## src/rtl/core/imbh_pkg.sv

```systemverilog
`timescale 1ns / 1ps
// ---------------------------------------------------------------------------
// imbh_pkg
// Shared widths, defaults and codes of the indexed binary min-heap unit.
// ---------------------------------------------------------------------------
package imbh_pkg;

    // Fixed field widths
    localparam int OP_W        = 2;
    localparam int ID_W        = 10;
    localparam int ID_SPACE    = 1024;
    localparam int PRIO_IN_W   = 32;
    localparam int STATUS_W    = 3;
    localparam int COUNT_OUT_W = 11;
    localparam int WIDE_W      = 64;

    localparam logic [ID_W-1:0] ID_LAST = ID_W'(ID_SPACE - 1);

    // Defaults of the top-level parameters
    localparam int CAPACITY_DEF      = 1024;
    localparam int PRIORITY_BITS_DEF = 32;

    typedef enum logic [OP_W-1:0] {
        OP_INSERT   = 2'd0,
        OP_EXTRACT  = 2'd1,
        OP_DECREASE = 2'd2,
        OP_NOP      = 2'd3
    } op_t;

    typedef enum logic [STATUS_W-1:0] {
        ST_OK           = 3'd0,
        ST_EMPTY        = 3'd1,
        ST_ABSENT       = 3'd2,
        ST_FULL         = 3'd3,
        ST_PRESENT      = 3'd4,
        ST_NOT_DECREASE = 3'd5
    } status_t;

endpackage

```

## src/rtl/core/imbh_ctrl.sv

```systemverilog
`timescale 1ns / 1ps
// ---------------------------------------------------------------------------
// imbh_ctrl
// Sequencer: checks, sift up and sift down over the two memories.
// ---------------------------------------------------------------------------
module imbh_ctrl #(
    parameter int CAPACITY      = imbh_pkg::CAPACITY_DEF,
    parameter int PRIORITY_BITS = imbh_pkg::PRIORITY_BITS_DEF
) (
    input  logic                                           clk,
    input  logic                                           rst_n,
    // command side
    input  logic                                           start,
    input  logic [imbh_pkg::OP_W-1:0]                      operation,
    input  logic [imbh_pkg::ID_W-1:0]                      item_id,
    input  logic signed [imbh_pkg::PRIO_IN_W-1:0]          priority_req,
    output logic                                           busy,
    // result side
    output logic                                           done,
    output logic [imbh_pkg::ID_W-1:0]                      result_id,
    output logic signed [imbh_pkg::PRIO_IN_W-1:0]          result_priority,
    output logic [imbh_pkg::STATUS_W-1:0]                  status,
    output logic [imbh_pkg::COUNT_OUT_W-1:0]               entry_count_out,
    // heap memory
    output logic                                           heap_we,
    output logic [$clog2(CAPACITY)-1:0]                    heap_waddr,
    output logic [imbh_pkg::ID_W+PRIORITY_BITS-1:0]        heap_wdata,
    output logic [$clog2(CAPACITY)-1:0]                    heap_raddr_a,
    output logic [$clog2(CAPACITY)-1:0]                    heap_raddr_b,
    input  logic [imbh_pkg::ID_W+PRIORITY_BITS-1:0]        heap_rdata_a,
    input  logic [imbh_pkg::ID_W+PRIORITY_BITS-1:0]        heap_rdata_b,
    // position map memory
    output logic                                           pos_we,
    output logic [imbh_pkg::ID_W-1:0]                      pos_waddr,
    output logic [$clog2(CAPACITY):0]                      pos_wdata,
    output logic [imbh_pkg::ID_W-1:0]                      pos_raddr,
    input  logic [$clog2(CAPACITY):0]                      pos_rdata
);

    localparam int SLOT_W  = $clog2(CAPACITY);
    localparam int CNT_W   = $clog2(CAPACITY + 1);
    localparam int CHILD_W = SLOT_W + 2;
    localparam int PB      = PRIORITY_BITS;
    localparam int ID_W    = imbh_pkg::ID_W;
    localparam int WIDE_W  = imbh_pkg::WIDE_W;
    localparam int CNTO_W  = imbh_pkg::COUNT_OUT_W;
    localparam int PIN_W   = imbh_pkg::PRIO_IN_W;

    typedef enum logic [10:0] {
        S_CLEAR    = 11'b000_0000_0001,
        S_IDLE     = 11'b000_0000_0010,
        S_INS_CHK  = 11'b000_0000_0100,
        S_DEC_CHK  = 11'b000_0000_1000,
        S_DEC_CMP  = 11'b000_0001_0000,
        S_EXT_ROOT = 11'b000_0010_0000,
        S_EXT_LAST = 11'b000_0100_0000,
        S_UP_RD    = 11'b000_1000_0000,
        S_UP_CMP   = 11'b001_0000_0000,
        S_DN_RD    = 11'b010_0000_0000,
        S_DN_CMP   = 11'b100_0000_0000
    } state_t;

    state_t                   state_reg, state_next;
    logic [ID_W-1:0]          clr_reg, clr_next;
    logic [CNT_W-1:0]         count_reg, count_next;
    logic [SLOT_W-1:0]        slot_reg, slot_next;
    logic [ID_W-1:0]          id_reg, id_next;
    logic signed [PB-1:0]     key_reg, key_next;
    logic                     done_reg, done_next;
    logic [ID_W-1:0]          res_id_reg, res_id_next;
    logic signed [PB-1:0]     res_prio_reg, res_prio_next;
    imbh_pkg::status_t        res_status_reg, res_status_next;
    logic [CNTO_W-1:0]        res_count_reg, res_count_next;

    logic signed [WIDE_W-1:0] req_wide;
    logic signed [WIDE_W-1:0] res_wide;
    logic signed [PB-1:0]     key_in;
    logic signed [PB-1:0]     rd_a_key;
    logic signed [PB-1:0]     rd_b_key;
    logic [ID_W-1:0]          rd_a_id;
    logic [ID_W-1:0]          rd_b_id;
    logic [SLOT_W-1:0]        parent_idx;
    logic [CHILD_W-1:0]       left_idx;
    logic [CHILD_W-1:0]       right_idx;
    logic [CHILD_W-1:0]       count_ext;
    logic                     pos_present;
    logic [SLOT_W-1:0]        pos_slot;

    logic                     finish;
    imbh_pkg::status_t        fin_status;
    logic                     take_left;
    logic                     take_right;
    logic signed [PB-1:0]     best_key;

    // Narrow the request to the stored priority width, widen the result back
    assign req_wide = WIDE_W'(priority_req);
    assign key_in   = req_wide[PB-1:0];
    assign res_wide = WIDE_W'(res_prio_reg);

    // Unpack memory words
    assign rd_a_key    = heap_rdata_a[PB-1:0];
    assign rd_a_id     = heap_rdata_a[PB+ID_W-1:PB];
    assign rd_b_key    = heap_rdata_b[PB-1:0];
    assign rd_b_id     = heap_rdata_b[PB+ID_W-1:PB];
    assign pos_present = pos_rdata[SLOT_W];
    assign pos_slot    = pos_rdata[SLOT_W-1:0];

    // Tree neighbors of the hole
    assign parent_idx = (slot_reg - 1'b1) >> 1;
    assign left_idx   = CHILD_W'({slot_reg, 1'b1});
    assign right_idx  = left_idx + 1'b1;
    assign count_ext  = CHILD_W'(count_reg);

    // Pick the smaller child, left wins a tie
    always_comb
    begin
        take_left  = 1'b0;
        take_right = 1'b0;
        best_key   = key_reg;
        if (rd_a_key < key_reg)
        begin
            take_left = 1'b1;
            best_key  = rd_a_key;
        end
        if ((right_idx < count_ext) && (rd_b_key < best_key))
        begin
            take_left  = 1'b0;
            take_right = 1'b1;
        end
    end

    // Sequencer
    always_comb
    begin
        state_next      = state_reg;
        clr_next        = clr_reg;
        count_next      = count_reg;
        slot_next       = slot_reg;
        id_next         = id_reg;
        key_next        = key_reg;
        done_next       = 1'b0;
        res_id_next     = res_id_reg;
        res_prio_next   = res_prio_reg;
        res_status_next = res_status_reg;
        res_count_next  = res_count_reg;
        finish          = 1'b0;
        fin_status      = imbh_pkg::ST_OK;

        heap_we      = 1'b0;
        heap_waddr   = slot_reg;
        heap_wdata   = {id_reg, key_reg};
        heap_raddr_a = '0;
        heap_raddr_b = '0;
        pos_we       = 1'b0;
        pos_waddr    = id_reg;
        pos_wdata    = {1'b1, slot_reg};
        pos_raddr    = item_id;

        case (state_reg)
            // Mark every id absent after reset
            S_CLEAR:
            begin
                pos_we    = 1'b1;
                pos_waddr = clr_reg;
                pos_wdata = '0;
                clr_next  = clr_reg + 1'b1;
                if (clr_reg == imbh_pkg::ID_LAST)
                begin
                    state_next = S_IDLE;
                end
            end

            // Take a command beat and start the lookups
            S_IDLE:
            begin
                if (start)
                begin
                    id_next       = item_id;
                    key_next      = key_in;
                    res_id_next   = item_id;
                    res_prio_next = key_in;
                    case (imbh_pkg::op_t'(operation))
                        imbh_pkg::OP_INSERT:
                        begin
                            state_next = S_INS_CHK;
                        end
                        imbh_pkg::OP_DECREASE:
                        begin
                            state_next = S_DEC_CHK;
                        end
                        imbh_pkg::OP_EXTRACT:
                        begin
                            if (count_reg == '0)
                            begin
                                res_id_next   = '0;
                                res_prio_next = '0;
                                finish        = 1'b1;
                                fin_status    = imbh_pkg::ST_EMPTY;
                            end
                            else
                            begin
                                state_next = S_EXT_ROOT;
                            end
                        end
                        default:
                        begin
                            finish = 1'b1;
                        end
                    endcase
                end
            end

            // Reject duplicates and a full heap, else open a hole at the end
            S_INS_CHK:
            begin
                if (pos_present)
                begin
                    finish     = 1'b1;
                    fin_status = imbh_pkg::ST_PRESENT;
                end
                else if (count_reg == CNT_W'(CAPACITY))
                begin
                    finish     = 1'b1;
                    fin_status = imbh_pkg::ST_FULL;
                end
                else
                begin
                    slot_next  = SLOT_W'(count_reg);
                    count_next = count_reg + 1'b1;
                    state_next = S_UP_RD;
                end
            end

            // Find the id's slot
            S_DEC_CHK:
            begin
                if (!pos_present)
                begin
                    finish     = 1'b1;
                    fin_status = imbh_pkg::ST_ABSENT;
                end
                else
                begin
                    slot_next    = pos_slot;
                    heap_raddr_a = pos_slot;
                    state_next   = S_DEC_CMP;
                end
            end

            // Accept only a strict decrease
            S_DEC_CMP:
            begin
                if (!(key_reg < rd_a_key))
                begin
                    finish     = 1'b1;
                    fin_status = imbh_pkg::ST_NOT_DECREASE;
                end
                else
                begin
                    state_next = S_UP_RD;
                end
            end

            // Report the root, drop its id, fetch the last entry
            S_EXT_ROOT:
            begin
                res_id_next   = rd_a_id;
                res_prio_next = rd_a_key;
                pos_we        = 1'b1;
                pos_waddr     = rd_a_id;
                pos_wdata     = '0;
                count_next    = count_reg - 1'b1;
                if (count_reg == CNT_W'(1))
                begin
                    finish = 1'b1;
                end
                else
                begin
                    heap_raddr_a = SLOT_W'(count_reg - 1'b1);
                    state_next   = S_EXT_LAST;
                end
            end

            // Last entry moves into the hole at the root
            S_EXT_LAST:
            begin
                id_next    = rd_a_id;
                key_next   = rd_a_key;
                slot_next  = '0;
                state_next = S_DN_RD;
            end

            // Sift up: fetch the parent, or settle at the root
            S_UP_RD:
            begin
                if (slot_reg == '0)
                begin
                    heap_we = 1'b1;
                    pos_we  = 1'b1;
                    finish  = 1'b1;
                end
                else
                begin
                    heap_raddr_a = parent_idx;
                    state_next   = S_UP_CMP;
                end
            end

            // Sift up: pull a larger parent down, or settle here
            S_UP_CMP:
            begin
                heap_we = 1'b1;
                pos_we  = 1'b1;
                if (rd_a_key > key_reg)
                begin
                    heap_wdata = heap_rdata_a;
                    pos_waddr  = rd_a_id;
                    slot_next  = parent_idx;
                    state_next = S_UP_RD;
                end
                else
                begin
                    finish = 1'b1;
                end
            end

            // Sift down: fetch both children, or settle at a leaf
            S_DN_RD:
            begin
                if (left_idx >= count_ext)
                begin
                    heap_we = 1'b1;
                    pos_we  = 1'b1;
                    finish  = 1'b1;
                end
                else
                begin
                    heap_raddr_a = left_idx[SLOT_W-1:0];
                    heap_raddr_b = right_idx[SLOT_W-1:0];
                    state_next   = S_DN_CMP;
                end
            end

            // Sift down: lift the smaller child, or settle here
            S_DN_CMP:
            begin
                heap_we = 1'b1;
                pos_we  = 1'b1;
                if (take_right)
                begin
                    heap_wdata = heap_rdata_b;
                    pos_waddr  = rd_b_id;
                    slot_next  = right_idx[SLOT_W-1:0];
                    state_next = S_DN_RD;
                end
                else if (take_left)
                begin
                    heap_wdata = heap_rdata_a;
                    pos_waddr  = rd_a_id;
                    slot_next  = left_idx[SLOT_W-1:0];
                    state_next = S_DN_RD;
                end
                else
                begin
                    finish = 1'b1;
                end
            end

            default:
            begin
                state_next = S_IDLE;
            end
        endcase

        // Close the item and show the result beat
        if (finish)
        begin
            state_next      = S_IDLE;
            done_next       = 1'b1;
            res_status_next = fin_status;
            res_count_next  = CNTO_W'(count_next);
        end
    end

    // Control state
    always_ff @(posedge clk or negedge rst_n)
    begin
        if (!rst_n)
        begin
            state_reg <= S_CLEAR;
            clr_reg   <= '0;
            count_reg <= '0;
            done_reg  <= 1'b0;
        end
        else
        begin
            state_reg <= state_next;
            clr_reg   <= clr_next;
            count_reg <= count_next;
            done_reg  <= done_next;
        end
    end

    // Payload
    always_ff @(posedge clk)
    begin
        slot_reg       <= slot_next;
        id_reg         <= id_next;
        key_reg        <= key_next;
        res_id_reg     <= res_id_next;
        res_prio_reg   <= res_prio_next;
        res_status_reg <= res_status_next;
        res_count_reg  <= res_count_next;
    end

    assign busy            = (state_reg != S_IDLE);
    assign done            = done_reg;
    assign result_id       = res_id_reg;
    assign result_priority = res_wide[PIN_W-1:0];
    assign status          = res_status_reg;
    assign entry_count_out = res_count_reg;

endmodule

```

## config.mk

```make
export PLATFORM = sky130hd
export DESIGN_NAME = imbh_ctrl
export DESIGN_NICKNAME = d
export VERILOG_FILES = /design/src/rtl/core/imbh_pkg.sv /design/src/rtl/core/imbh_ctrl.sv
export SDC_FILE = /design/constraint.sdc
export NUM_CORES = 1
export LEC_CHECK = 0
export ABC_AREA = 1
export BUFFER_PORTS_ARGS = -buffer_cell sky130_fd_sc_hd__buf_2
export CAP_MARGIN = 10
export CORE_ASPECT_RATIO = 0.75
export CORE_MARGIN = 1
export CORE_UTILIZATION = 30
export CTS_CLUSTER_SIZE = 25
export DETAILED_ROUTE_END_ITERATION = 10
export GPL_ROUTABILITY_DRIVEN = 0
export PLACE_DENSITY = 0.59
export SKIP_CTS_REPAIR_TIMING = 1
export SLEW_MARGIN = 0
export SYNTH_ARGS = -nofsm -noshare
export SYNTH_HDL_FRONTEND = slang
export SYNTH_SLANG_ARGS = --single-unit
```

## constraint.sdc

```tcl
create_clock -name clk -period 7.7 [get_ports clk]
set_input_delay 0.77 -clock clk [delete_from_list [all_inputs] [get_ports clk]]
set_output_delay 0.77 -clock clk [all_outputs]
set_load 0.03 [all_outputs]
```

==> flow_summary.json, run 1 <==
{
  "clock-root-buffer": "clkbuf_16",
  "ctsLongestPathBuffers": 2,
  "ys_warn_count": 0,
  "first_pass_iters": 5,
  "portBuffers": 303,
  "postSynthAreaPerCell_um2": 7.28,
  "synthToLayoutAreaGrowth_pct": 21.5,
  "rows": 62,
  "coreArea_um2": 38500,
  "dpl.hpwl_um": 34900,
  "grt_pass1_wl_um": 71600,
  "synth.net_count": 1853,
  "grt_max_degree": 96,
  "critPathArrivalTime_ns": 6.23,
  "startpoint": "key_reg[31]",
  "pre_cts_ws_ns": 0.520,
  "ys_seq_elements": 141,
  "clk_pin_slew_ns": 0.07,
  "numCtsBuffers": 17,
  "wl_um": 47600,
  "fin_crit_sh": 0.909,
  "synthCells": 1616,
  "drt_iter0_markers": 1150,
  "fmax_mhz": 143,
  "worstReg2RegStart": "key_reg[31]",
  "critPathLaunchType": "flop",
  "vias_per_cell": 5.40,
  "peakVddDrop_v": 0.000154,
  "final_cell_mix": "buf_2, nand2_1, inv_1",
  "critPathRequiredTime_ns": 6.93,
  "drive_above_1_share": 0.195,
  "timing.hold.ws_ns": 0.399,
  "grt_util_all_layers": 0.234,
  "antenna_left": 0,
  "ios": 305,
  "wl_per_cell_um": 19.9,
  "initial_utilization": 0.306,
  "clock_sinks": 141,
  "antenna_found_initial": 4,
  "clk_latency_ns": 0.46,
  "worstMarginPinSlew_ns": 1.24,
  "vias": 12900,
  "maxSlewHeadroom": 0.168,
  "setup_violations": 0,
  "die_h_um": 173,
  "die_area_um2": 40000,
  "p_per_area_nw_per_um2": 309,
  "p_leak_nw": 6.96,
  "drcViolationCount": 0,
  "grt_pass1_vias": 12000,
  "path_class": "reg2out",
  "grt_setup_unrepaired": "no",
  "final_common_cell": "buf_2",
  "synth_area_um2": 11800,
  "yosysTopAreaCellShare": 0.276,
  "h-tree-depth": 4,
  "overflow": 0,
  "synthTopCellsByArea": "edfxtp_1, ha_1, nand2_1, o21ai_0, dfrtp_1",
  "yosys.area.top_type": "edfxtp_1",
  "hold_viol": 0,
  "period_needed_ns": 7.00,
  "die_x_um": 231,
  "synth_cell_types": 49,
  "max_cap_violations": 0,
  "ys_seq_area_frac": 0.346,
  "hp-class": "in2async",
  "fin_ws_ns": 0.700,
  "fin_tns_setup_ns": 0,
  "cts_tree": "built",
  "fin_worst_skew_ns": 0.0132,
  "outcome": "finished, final reports clean",
  "slew_violations": 0,
  "layout.nets": 2107,
  "cp_max_fo": 66,
  "fillers": 4122,
  "cp-end-kind": "primary output"
}
logic make-up after synthesis:
family	count (synthesis)	share of synthesized area
AOI/OAI and AO/OA	394	0.189
xor gates and xnor gates	29	0.0216
adders and majority gates	95	0.101
buffers and inverters	307	0.105
DFF	141	0.346
other	1	0.000319
and+or+nand+nor	649	0.237
through the flow:
stage / area [um2] / cells / power (mW) / utilization
6_report: 14300 / 2397 / 4.42 / 0.371
5_1_grt: 14300 / 2397 / 4.71 / 0.371
4_1_cts: 14300 / 2395 / 4.41 / 0.371
3_5_place_dp: 13700 / 2363 / 3.53 / 0.356
3_3_place_gp: 13700 / 2363 / 3.50 / 0.356
2_1_floorplan: 11800 / 1616 / 2.82 / -
worst max-delay path, stage by stage, from the launching register on:
cell      delay, ns
edfxtp_1       0.41
inv_1          0.08
ha_1           0.41
nand2_1        0.12
nor2_1         0.15
nand4_1        0.15
nor2_1         0.29
nand2_1        0.17
nand2_2        0.11
nand2_1        0.10
nand2_4        0.36
buf_4          0.42
nand2_1        0.09
o21ai_0        0.13
ha_1           0.31
a21oi_1        0.14
a21oi_1        0.08
a211oi_1       0.17
nor2_1         0.07
a211oi_1       0.31
nand2_1        0.12
nand2_2        0.25
nand3_4        0.30
buf_12         0.29
nand2_1        0.09
o21ai_0        0.07
o21ai_0        0.28
buf_2          0.26
metal layers:
layer / GRT usage / vias to the layer above / wire [um]
met3: 0.0531 / 71 / 4250
met2: 0.348 / 678 / 20000
met1: 0.340 / 6102 / 22500
li1: - / 6082 / -
met4: 0.0613 / 2 / 884
met5: 0 / - / 10
report_power, final:
group          internal (mW)  total, mW  switching [mW]
clock network          0.504      0.868           0.364
logic                  0.660       2.36            1.70
registers               1.07       1.19           0.124
total                   2.23       4.42            2.18
Yosys cell counts (all sizes together):
cell type	number
o211ai	22
nor3b	1
clkinv	8
nand3	133
nand2	304
dfstp	1
a31oi	2
or2	1
inv	215
o211a	1
a211oi	5
conb	1
nand4	38
o21ai	193
clkbuf	58
a2111oi	1
nor2	129
a22oi	2
o22a	1
a221o	1
o22ai	64
xor2	29
nand3b	1
nor3	35
a221oi	1
edfxtp	108
ha	95
o21a	1
a211o	2
dfrtp	32
and3	1
o221ai	8
o2111ai	4
o311ai	1
a21oi	82
nor4	6
buf	26
a21o	2
a41oi	1
worst paths after layout:
kind,depth (start not counted),slack (ns),endpoint
worst max-delay path,27,0.70,heap_wdata[0]
worst min-delay path,1,0.40,count_reg[4]
worst max register to register,28,1.40,state_reg[4]
worst min register to register,1,0.47,clr_reg[4]
max in group asynchronous,1,6.75,state_reg[9]
min in group clk,1,0.47,clr_reg[4]
layout make-up:
cell class                      count  area (um2)  area share
Sequential cell                   141        4070       0.285
Antenna cell                        2        5.00    0.000350
Tap cell                          512         641      0.0448
Timing Repair Buffer              319        1650       0.115
Inverter                          223         837      0.0586
Clock buffer                       18         429      0.0300
Clock inverter                     14         151      0.0106
Multi-Input combinational cell   1168        6510       0.456
Power figures use the tool's default switching activity.
==> run 2, diff against run 1 <==
Settings changed: CORE_MARGIN 1 to 2, CTS_CLUSTER_SIZE 25 to 14.
==> run 2 against run 1 <==
Against the previous run: first-iteration DRC count up 18%; clock skew is 0.00057 ns lower; total power down 1.1%; critical endpoint is now heap_wdata[10].
==> flow_summary.json, run 2 (same netlist as run 1, synthesis figures left out) <==
{
  "overflow": 0,
  "period_needed_ns": 7.12,
  "critPathLaunchType": "flop",
  "rows": 62,
  "portBuffers": 303,
  "fillers": 4093,
  "cpLargestDelayFamily": "simple AND/OR/NAND/NOR gates",
  "fin_crit_sh": 0.925,
  "crit_slowest_cell": "nand3_4",
  "final_common_cell": "buf_2",
  "drcViolationCount": 0,
  "ios": 305,
  "peakVddDrop_v": 0.000153,
  "final_cell_mix": "buf_2, nand2_1, inv_1",
  "crit_top_cell": "nand2_1",
  "antenna_found_initial": 4,
  "coreArea_um2": 38500,
  "wl_per_cell_um": 19.7,
  "p_per_area_nw_per_um2": 306,
  "cts_tree": "built",
  "design_area_um2": 14300,
  "die_x_um": 233,
  "dpl.hpwl_um": 35800,
  "layout.nets": 2111,
  "vias": 12800,
  "fin_ws_ns": 0.577,
  "grt_pass1_wl_um": 70800,
  "setup_violations": 0,
  "drt_iter0_markers": 1354,
  "synthToLayoutAreaGrowth_pct": 21.4,
  "critPathArrivalTime_ns": 6.35,
  "clk_pin_slew_ns": 0.07,
  "outcome": "finished, final reports clean",
  "pre_cts_ws_ns": 0.500,
  "slew_violations": 0,
  "cp_max_fo": 42,
  "die_area_um2": 40800,
  "clk_latency_ns": 0.46,
  "p_leak_nw": 6.94,
  "h-tree-depth": 4,
  "hp-class": "in2async",
  "grt_max_degree": 96,
  "critPathBufInv": 4,
  "numCtsBuffers": 17,
  "vias_per_cell": 5.33,
  "clock_sinks": 141,
  "cpPeakStageDelay_ns": 0.44,
  "grt_setup_unrepaired": "no",
  "grt_util_all_layers": 0.229,
  "wl_um": 47400,
  "ctsLongestPathBuffers": 2,
  "path_class": "reg2out",
  "final_util": 0.371,
  "fmax_mhz": 140,
  "die_h_um": 175,
  "fin_tns_setup_ns": 0,
  "antenna_left": 0,
  "grt_pass1_vias": 11800,
  "max_cap_violations": 0,
  "maxSlewHeadroom": 0.273,
  "hold_viol": 0,
  "first_pass_iters": 5,
  "worstMarginPinSlew_ns": 1.09,
  "drive_above_1_share": 0.196,
  "initial_utilization": 0.306,
  "clock-root-buffer": "clkbuf_16",
  "fin_worst_skew_ns": 0.0127,
  "cp-end-kind": "primary output",
  "postPlaceCellArea_um2": 13700,
  "critPathRequiredTime_ns": 6.93
}
==> run 2: final timing paths <==
check / from / endpoint / slack [ns] / cells after the start
hold / removal: rst_n / count_reg[4] / 0.40 / 1
setup reg to reg: key_reg[31] / state_reg[2] / 1.33 / 29
setup / recovery: key_reg[31] / heap_wdata[10] / 0.58 / 29
min in group clk: clr_reg[4] / clr_reg[4] / 0.47 / 1
max in group asynchronous: rst_n / clr_reg[5] / 6.72 / 1
hold reg to reg: clr_reg[4] / clr_reg[4] / 0.47 / 1
==> run 2: per-layer routing <==
metal  vias up  track usage  share of wire
li1       6094            -              -
met1      5987        0.328           0.47
met2       647        0.336           0.42
met3        64       0.0554          0.089
met4         2       0.0738          0.024
met5         -            0        0.00034
==> run 2: per-stage QoR <==
step / total power, mW / hold slack [ns] / instances
final: 4.37 / 0.398 / 2401
after global routing: 4.68 / 0.463 / 2401
after CTS: 4.36 / 0.415 / 2398
after detailed placement: 3.52 / 0.458 / 2367
after global placement: 3.50 / 0.459 / 2367
after floorplan: 2.82 / 0.442 / 1616
==> run 2: layout make-up <==
cell class                 instances  area (um2)  area share
multi-input combinational       1168        6510       0.456
sequential                       141        4070       0.285
timing repair buffer             323        1670       0.117
inverter                         223         837      0.0586
tap                              512         641      0.0449
clock buffer                      17         425      0.0298
clock inverter                    14         129     0.00902
antenna                            3        7.51    0.000526
==> run 2: where the power goes <==
part	internal (mW)	total (mW)	switching, mW
Sequential	1.07	1.19	0.126
Combinational	0.657	2.34	1.69
Clock	0.468	0.826	0.358
==> run 3, diff against run 2 <==
Settings changed: CTS_BUF_LIST set to sky130_fd_sc_hd__clkbuf_4 sky130_fd_sc_hd__clkbuf_8.
==> run 3 against run 2 <==
Against the previous run: clock power down 26%; routed wire length up 0.83%; sequential share of layout area up 0.36 points; critical path depth unchanged; core utilization down 0.46 points; fmax up 2.1%; total power down 4.5%; setup slack better by 0.15 ns; sequential power about the same; final cell count about the same; global-route usage down 0.056 points.
==> flow_summary.json, run 3 (same netlist as run 1, synthesis figures left out) <==
{
  "final_cell_mix": "buf_2, nand2_1, inv_1",
  "cp-end-kind": "primary output",
  "fin_tns_setup_ns": 0,
  "critPathLaunchType": "flop",
  "first_pass_iters": 6,
  "path_class": "reg2out",
  "multi_input_area_um2": 6520,
  "initial_utilization": 0.306,
  "placed_cells": 2367,
  "numCtsBuffers": 17,
  "rows": 62,
  "die_x_um": 233,
  "fin_cells": 2403,
  "critPathArrivalTime_ns": 6.21,
  "hold_viol": 0,
  "synthToLayoutAreaGrowth_pct": 19.9,
  "setup_violations": 0,
  "clock_sinks": 141,
  "final_common_cell": "buf_2",
  "peakVddDrop_v": 0.000117,
  "fin_ws_ns": 0.725,
  "maxSlewHeadroom": 0.275,
  "vias": 12800,
  "ctsLongestPathBuffers": 2,
  "crit_slowest_cell": "nand3_2",
  "drcViolationCount": 0,
  "portBuffers": 303,
  "design_area_um2": 14100,
  "fmax_mhz": 143,
  "antenna_left": 0,
  "grt_pass1_wl_um": 70800,
  "ios": 305,
  "h-tree-depth": 4,
  "fin_worst_skew_ns": 0.0197,
  "wl_per_cell_um": 19.9,
  "critPathRequiredTime_ns": 6.93,
  "cts_tree": "built",
  "cp_max_fo": 32,
  "hp-class": "in2async",
  "dpl.hpwl_um": 35800,
  "p_leak_nw": 6.85,
  "grt_pass1_vias": 11800,
  "crit_top_cell": "nand2_1",
  "pre_cts_ws_ns": 0.500,
  "vias_per_cell": 5.35,
  "worstMarginPinSlew_ns": 1.09,
  "clk_pin_slew_ns": 0.10,
  "die_h_um": 175,
  "fillers": 4104,
  "die_area_um2": 40800,
  "overflow": 0,
  "grt_max_degree": 96,
  "slew_violations": 0,
  "max_cap_violations": 0,
  "fin_crit_sh": 0.906,
  "grt_setup_unrepaired": "no",
  "postPlaceCellArea_um2": 13700,
  "seq_area_um2": 4070,
  "outcome": "finished, final reports clean",
  "p_per_area_nw_per_um2": 296,
  "cpPeakStageDelay_ns": 0.51,
  "antenna_found_initial": 4,
  "wl_um": 47800,
  "period_needed_ns": 6.98,
  "drive_above_1_share": 0.196,
  "grt_util_all_layers": 0.228,
  "drt_iter0_markers": 1364,
  "clk_latency_ns": 0.52,
  "timing.hold.ws_ns": 0.337,
  "coreArea_um2": 38500,
  "layout.nets": 2112,
  "clock-root-buffer": "clkbuf_8"
}
-- run 3: changes by cell type in the layout (fill, tap and decap cells not counted) --
cell	delta
clkbuf_16	-17
clkbuf_8	+17
diode_2	+1
nand3_2	+1
-- run 3: final timing paths --
check / startpoint / endpoint / slack (ns) / cells after the start
min in group clk: clr_reg[4] / clr_reg[4] / 0.47 / 1
min reg2reg: clr_reg[4] / clr_reg[4] / 0.47 / 1
min: rst_n / count_reg[4] / 0.34 / 1
max reg2reg: key_reg[31] / state_reg[2] / 1.23 / 29
max in group asynchronous: rst_n / clr_reg[5] / 6.78 / 1
max: key_reg[31] / pos_waddr[8] / 0.72 / 29
-- run 3: area by class of cell --
class                   count  area share
clock inverters            14     0.00914
inverters                 223      0.0594
repair buffers            323       0.118
multi-input cells        1169       0.462
flip-flops and latches    141       0.289
well taps                 512      0.0454
clock buffers              17      0.0166
diodes                      4    0.000710
-- run 3: power breakdown --
part / leakage [nW] / total [mW] / switching [mW] / internal (mW)
clock network: 0.185 / 0.610 / 0.331 / 0.279
registers: 1.43 / 1.19 / 0.127 / 1.07
logic: 5.24 / 2.36 / 1.71 / 0.659
-- run 3: routing by layer --
metal / up-vias / GRT usage / routed length (um)
met5: - / 0 / 16
met4: 2 / 0.0618 / 1010
met3: 67 / 0.0508 / 4690
met2: 700 / 0.338 / 20200
met1: 5980 / 0.332 / 21900
li1: 6098 / - / -
-- run 3: worst max-delay path, delay by kind of cell, from the launching register on --
kind	cells	cell delay (ns)
AOI/OAI and AO/OA	6	0.96
and+or+nand+nor	18	2.94
DFF	1	0.42
buffers and inverters	3	0.66
adders and majority gates	2	0.68
-- run 3: through the flow --
stage | util | total power [mW]
after CTS | 0.366 | 4.14
after floorplan | - | 2.82
final | 0.367 | 4.17
after global placement | 0.356 | 3.50
after detailed placement | 0.356 | 3.52
after global routing | 0.366 | 4.47
